## src/rtl/pli_pkg.sv

```systemverilog
// Package for the positional list: widths, operation and status codes, cell control.
`default_nettype none

package pli_pkg;

    // Widths fixed by the request and result fields.
    localparam int DATA_W = 32;
    localparam int OP_W   = 3;
    localparam int POS_W  = 10;
    localparam int STAT_W = 2;
    localparam int LEN_W  = 11;

    // Default number of entries in the list.
    localparam int CAPACITY_DEFAULT = 64;

    // Request operation codes; the two unused codes are rejected.
    typedef enum logic [OP_W-1:0] {
        OP_INS_FRONT = 3'd0,
        OP_INS_END   = 3'd1,
        OP_INS_POS   = 3'd2,
        OP_DEL_FRONT = 3'd3,
        OP_DEL_END   = 3'd4,
        OP_DEL_POS   = 3'd5
    } op_t;

    // Result status codes.
    typedef enum logic [STAT_W-1:0] {
        ST_DONE  = 2'd0,
        ST_EMPTY = 2'd1,
        ST_RANGE = 2'd2,
        ST_FULL  = 2'd3
    } status_t;

    // Command broadcast to every cell of the row.
    typedef enum logic [1:0] {
        CELL_HOLD = 2'd0,
        CELL_INS  = 2'd1,
        CELL_DEL  = 2'd2
    } cell_cmd_t;

    // Control bundle from the list controller to the cells.
    typedef struct packed {
        cell_cmd_t          cmd;
        logic [LEN_W-1:0]   slot;
        logic [DATA_W-1:0]  data;
    } cell_ctrl_t;

endpackage

`default_nettype wire

```

## src/rtl/pli_cell.sv

```systemverilog
// One list cell: holds one stored value and shifts with its neighbors.
`default_nettype none

module pli_cell #(
    parameter int INDEX = 0
) (
    input  wire logic                         clk,
    input  wire pli_pkg::cell_ctrl_t          ctrl,
    input  wire logic [pli_pkg::DATA_W-1:0]   left,
    input  wire logic [pli_pkg::DATA_W-1:0]   right,
    output logic [pli_pkg::DATA_W-1:0]        value,
    output logic [pli_pkg::DATA_W-1:0]        tap
);

    localparam logic [pli_pkg::LEN_W-1:0] IDX = pli_pkg::LEN_W'(INDEX);

    logic [pli_pkg::DATA_W-1:0] val_reg;
    logic [pli_pkg::DATA_W-1:0] val_next;
    logic [pli_pkg::DATA_W-1:0] tap_reg;
    logic [pli_pkg::DATA_W-1:0] tap_next;

    // Insert moves cells above the slot up by one; delete pulls cells from the slot down.
    // The tap gets the old slot value on a delete, zero on an insert, and holds otherwise.
    always_comb
    begin
        val_next = val_reg;
        tap_next = tap_reg;
        unique case (ctrl.cmd)
            pli_pkg::CELL_INS:
            begin
                tap_next = '0;
                if (IDX > ctrl.slot)
                begin
                    val_next = left;
                end
                else if (IDX == ctrl.slot)
                begin
                    val_next = ctrl.data;
                end
            end
            pli_pkg::CELL_DEL:
            begin
                tap_next = (IDX == ctrl.slot) ? val_reg : '0;
                if (IDX >= ctrl.slot)
                begin
                    val_next = right;
                end
            end
            pli_pkg::CELL_HOLD:
            begin
                val_next = val_reg;
            end
            default:
            begin
                val_next = val_reg;
            end
        endcase
    end

    // Payload registers need no reset.
    always_ff @(posedge clk)
    begin
        val_reg <= val_next;
        tap_reg <= tap_next;
    end

    assign value = val_reg;
    assign tap   = tap_reg;

endmodule

`default_nettype wire

```

## config.mk

```make
export PLATFORM = sky130hd
export DESIGN_NAME = pli_cell
export DESIGN_NICKNAME = d
export VERILOG_FILES = /design/src/rtl/pli_pkg.sv /design/src/rtl/pli_cell.sv
export SDC_FILE = /design/constraint.sdc
export NUM_CORES = 1
export LEC_CHECK = 0
export ABC_CLOCK_PERIOD_IN_PS = 5820
export BUFFER_PORTS_ARGS = -buffer_cell sky130_fd_sc_hd__buf_2
export CORE_UTILIZATION = 35
export DETAILED_ROUTE_END_ITERATION = 16
export PLACE_DENSITY = 0.77
export SLEW_MARGIN = 5
export SYNTH_ARGS = -nofsm -noshare
export SYNTH_HDL_FRONTEND = slang
export SYNTH_SLANG_ARGS = --single-unit
```

## constraint.sdc

```tcl
create_clock -name clk -period 5.82 [get_ports clk]
set_input_delay 0.582 -clock clk [delete_from_list [all_inputs] [get_ports clk]]
set_output_delay 0.582 -clock clk [all_outputs]
set_load 0.01 [all_outputs]
```

==> impl_metrics.toml, run 1 <==
[grt]
overflow = 0
grt_start_max_net_pins = 65
met1_usage = 0.173
antenna_found_initial = 0
use_met3 = 0.0338
grtUsageTotal = 0.148
met2_usage = 0.258
grt_pass1_vias = 1990
grt_first_pass_wirelength_mm = 9.80
gr-max-usage-layer = "met2"

[placed_design]
placed_area_sq_um = 3740
gp_congestion = 0.719
io_buffers = 141
hpwlAfterDp_mm = 4.52

[min_path]
hp-start = "ctrl[25]"
hold_path_end = "value[25]$_DFFE_PP_"
min_path_cells = 2
hp-class = "primary input to register"

[power]
ir_worst_vdd_mv = 0.157
power.density_nw_per_um2 = 258
static-leakage-power_uw = 0.00154
p_total_uw = 1020

[critical_path]
r2r_setup_slack_ps = 4950
r2r-end = "tap[5]$_SDFFCE_PN0P_"
setup.worst_path.end_class = "register"
worstPathRequired_ps = 5830
crit_path_start_kind = "primary input"
reg2reg_from = "value[5]$_DFFE_PP_"
crit_arrival_ps = 3210
cp_max_fo = 33
setup.worst_path.class = "primary input to register"
rr_worst_depth = 2

[timing]
fin_worst_skew_ps = 9.65
tightest_slew_ps = 1010
setup-violations-final = 0
final_max_slew_viol_count = 0
period_share = 0.549
finalHoldViolCount = 0
rsz0062_at_grt = "false"
fmax_mhz = 313
max_slew_margin = 0.319
period_needed_ps = 3200
setup_tns_ps = 0

[synth]
synth_sequential_area_ratio = 0.643
synthesis.nets = 301
syn_avg_cell_area_sq_um = 15.8
ys_ff_latch = 64
syn_inst = 189
ys.warnings.count = 0
syn_area_sq_um = 2990
synthDistinctLibCells = 18
yosysTopAreaCell = "edfxtp_1"
yosysTopAreaCellShare = 0.643
yosys-top-cells-area = "edfxtp_1 (64%), nor4_2 (12%), mux2_2 (12%), nand2_1 (4.0%), buf_6 (1.1%)"

[cts]
clock_sinks = 64
cts.htree.levels = 3
cts_tree = "yes"
clk_latency_ps = 320
hold_buffers = 0
cts_buffer_depth = 2
cts-root-buf = "clkbuf_8"
cts_resized = 0
clkTransAtPathRegs_ps = 70
post_cts_buffers = 0
cts_inserted_buffers = 9

[floorplanning]
die_h_microns = 94.4
design.portCount = 174
rows = 33
die-area_sq_um = 8920
die_w_microns = 94.4
core_sq_um = 8260
initial_core_util = 0.362

[finish]
areaGrowthSynthToFinish_pct = 31.9
mostFrequentLayoutCells = "buf_2 (141), edfxtp_1 (64), nand2_1 (32), mux2_2 (32), nor4_2 (28)"
layout_commonest_cell = "buf_2"
diodes = 0
final_nets = 437
final_layout_size_suffix_gt1_frac = 0.675
fin_area_sq_um = 3940

[detailed_routing]
vias_per_cell = 4.75
drc = 0
routed_wl_mm = 6.45
antenna_left = 0
vias = 2063
drt-initial-drc-count = 44
post_drt_wl_per_cell_microns = 14.9
firstDrtPassIters = 4

[flow_run]
maxCapViolations = 0

[status]
outcome = "completed"
-- per-layer routing --
layer,part of all wire,wire length [microns]
met5,0,0
met4,0.0091,59
met3,0.046,294
met2,0.54,3460
met1,0.41,2640
-- where the power goes --
group	switching, uW	internal, uW	total [uW]
Sequential	2.57	522	525
Clock	160	236	396
Combinational	51.9	45.7	97.6
Total	215	803	1020
-- worst max-delay path by stage --
stage	slack, ps	start	endpoint
6_report	2620	ctrl[40]	value[14]$_DFFE_PP_
5_1_grt	2470	ctrl[40]	value[17]$_DFFE_PP_
4_1_cts	2540	ctrl[40]	value[17]$_DFFE_PP_
3_5_place_dp	2200	ctrl[40]	value[17]$_DFFE_PP_
3_3_place_gp	2190	ctrl[40]	value[30]$_DFFE_PP_
2_1_floorplan	2100	ctrl[33]	value[0]$_DFFE_PP_
-- critical path: stages --
cell and delay (ps):
buf_2 90, or4_2 1130, nor4_4 990, buf_4 400
-- area by class of cell --
cell class | count | area, sq um
fill | 774 | 4310
sequential | 64 | 1920
multi-input combinational | 103 | 951
timing repair buffer | 144 | 728
tap | 105 | 131
clock buffer | 10 | 128
clock inverter | 5 | 72.6
inverter | 3 | 11.3
-- through the flow --
| step | util | std cells | worst slack [ps] | hold WS, ps |
|---|---|---|---|---|
| after global routing | 0.478 | 434 | 2470 | 532 |
| after detailed placement | 0.453 | 419 | 2200 | 644 |
| final | 0.478 | 434 | 2620 | 560 |
| after CTS | 0.478 | 434 | 2540 | 531 |
| after floorplan | - | 189 | 2100 | 695 |
| after global placement | 0.453 | 419 | 2190 | 640 |
-- cells by family (layout without fill, tap and decap cells) --
kind of cell | count (synthesis) | after routing | synth area share
muxes | 32 | 32 | 0.121
adders and majority gates | 2 | 2 | 0.00837
DFF | 64 | 64 | 0.643
buffers and inverters | 22 | 162 | 0.0439
and+or+nand+nor | 69 | 69 | 0.185
-- cells in the mapped netlist (all sizes together) --
cell / n
nor2: 1
or3: 1
or4: 2
nand2: 32
mux2: 32
ha: 2
edfxtp: 64
nor4: 33
inv: 3
buf: 12
clkbuf: 7
Power figures use the tool's default switching activity.
==> run 2, diff against run 1 <==
Settings changed: ABC_AREA set to 1, ABC_CLOCK_PERIOD_IN_PS 5820 to 2600, PLACE_DENSITY 0.77 to 0.81.
Clock period 5.82 ns to 2.6 ns, I/O delays scaled along.
==> run 2 against run 1 <==
  * Synthesized area down 6.5%
  * Routed wire length down 15%
  * Sequential cell count unchanged
  * Via count down 9.8%
  * Utilization up 1.2 points
  * Combinational power up 86%
  * Register-to-register slack worse by 3100 ps
  * Global-route usage down 1.1 points
  * Non-clock buffer count up 2
  * Die area down 6.4%
  * Total power up 110%
  * Critical endpoint is now value[11]$_DFFE_PP_
==> impl_metrics.toml, run 2 <==
[detailed_routing]
route.met3.wl_microns = 324
firstDrtPassIters = 2
wl_met1_mm = 2.03
met2_wirelength_mm = 2.95
drt-initial-drc-count = 51
drc = 0
antenna_left = 0
post_drt_wl_per_cell_microns = 12.4
vias = 1861
highest_layer = "met4"
routed_wl_mm = 5.48
vias_per_cell = 4.21

[finish]
areaGrowthSynthToFinish_pct = 35.2
final_layout_size_suffix_gt1_frac = 0.659
mostFrequentLayoutCells = "buf_2 (141), edfxtp_1 (64), inv_1 (36)"
layout.cells.non_filler = 442
diodes = 0
final_nets = 447
fillers = 701
layout_commonest_cell = "buf_2"

[critical_path]
crit_path_start_kind = "primary input"
setup.worst_path.class = "primary input to register"
crit_arrival_ps = 1660
cp_max_fo = 17
setup.worst_path.end_class = "register"
worstPathRequired_ps = 2620

[status]
outcome = "completed"

[cts]
cts_resized = 0
clkTransAtPathRegs_ps = 70
cts_tree = "yes"
cts.htree.levels = 3
hold_buffers = 0
cts_inserted_buffers = 9
cts_buffer_depth = 2
clock_sinks = 64
post_cts_buffers = 0
cts-root-buf = "clkbuf_8"
clk_latency_ps = 330

[floorplanning]
initial_core_util = 0.362
die-area_sq_um = 8350
core_sq_um = 7730
design.portCount = 174
rows = 32
die_w_microns = 91.4
die_h_microns = 91.4

[timing]
tightest_slew_ps = 436
period_needed_ps = 1640
finalHoldViolCount = 0
fin_worst_skew_ps = 7.56
max_slew_margin = 0.710
fmax_mhz = 611
period_share = 0.630
setup-violations-final = 0
setup_tns_ps = 0
final_max_slew_viol_count = 0
rsz0062_at_grt = "false"

[synth]
yosysTopAreaCellShare = 0.688
synth_edf_count = 64
synthDistinctLibCells = 13
yosysMostFrequentCell = "edfxtp_1"
ys_ff_latch = 64
synth_common_cells = "edfxtp_1 (64), inv_1 (36), mux2_2 (32)"
synth_sequential_area_ratio = 0.688
ys.warnings.count = 0
synthesis.nets = 297
synthFlopType = "edfxtp_1"
yosysTopAreaCell = "edfxtp_1"
async_reset_ff_frac = 0
syn_avg_cell_area_sq_um = 15.1
syn_area_sq_um = 2800
yosys-top-cells-area = "edfxtp_1 (69%), mux2_2 (13%), nor2_2 (5.8%), inv_1 (4.8%), buf_6 (2.4%)"
syn_inst = 185

[grt]
overflow = 0
grtUsageTotal = 0.137
grt_pass1_vias = 1854
antenna_found_initial = 0
grt_first_pass_wirelength_mm = 8.54
grt_start_max_net_pins = 33

[flow_run]
maxCapViolations = 0

[min_path]
hp-class = "primary input to register"

[placed_design]
hpwlAfterDp_mm = 4.16
gp_congestion = 0.689
dp.cells = 426
io_buffers = 141

[power]
static-leakage-power_uw = 0.00174
ir_worst_vdd_mv = 0.255
power.density_nw_per_um2 = 570
[run 2: cell families (layout without fill, tap and decap cells)]
kind of cell               count (synthesis)  after routing  share of synthesized area
adders and majority gates                  2              2                    0.00895
buffers and inverters                     43            198                     0.0752
DFF                                       64             64                      0.688
muxes                                     32             32                      0.129
and+or+nand+nor                           44             44                     0.0994
[run 2: final cells by class]
cell class	instances	area (sq um)	share of cell area
inverters	36	135	0.0357
multi-input cells	78	666	0.176
clock buffers	9	124	0.0328
well taps	102	128	0.0338
flip-flops and latches	64	1920	0.508
repair buffers	146	743	0.197
clock inverters	7	62.6	0.0166
[run 2: metal layers]
| layer | vias up | global-route usage |
|---|---|---|
| met3 | 17 | 0.0385 |
| met5 | - | 0 |
| met1 | 843 | 0.144 |
| met4 | 0 | 0.0794 |
| li1 | 917 | - |
| met2 | 84 | 0.246 |
[run 2: final timing paths]
path | from | endpoint | slack (ps) | depth (start not counted)
worst max-delay path | ctrl[43] | value[11]$_DFFE_PP_ | 960 | 6
worst min-delay path | right[20] | value[20]$_DFFE_PP_ | 230 | 2
worst max register to register | value[22]$_DFFE_PP_ | tap[22]$_SDFFCE_PN0P_ | 1810 | 2
worst min register to register | value[9]$_DFFE_PP_ | tap[9]$_SDFFCE_PN0P_ | 570 | 2
[run 2: worst max-delay path, stage by stage]
cell and delay, ps:
buf_2 110, inv_1 50, ha_2 450, nand3_4 330
nand2_1 170, buf_4 270
[run 2: through the flow]
stage | utilization | setup WS (ps) | hold WS [ps] | area [sq um] | total power (uW)
after CTS | 0.489 | 933 | 208 | 3780 | 2190
after floorplan | - | 654 | 480 | 2800 | 1290
after detailed placement | 0.465 | 562 | 560 | 3590 | 1380
final | 0.489 | 963 | 226 | 3780 | 2150
after global routing | 0.489 | 784 | 213 | 3780 | 2240
after global placement | 0.465 | 608 | 556 | 3590 | 1380
[run 2: power by group]
group	switching (uW)	total [uW]	internal, uW
Sequential	6.07	1180	1170
Clock	365	797	432
Combinational	83.0	182	98.6
Total	454	2150	1700
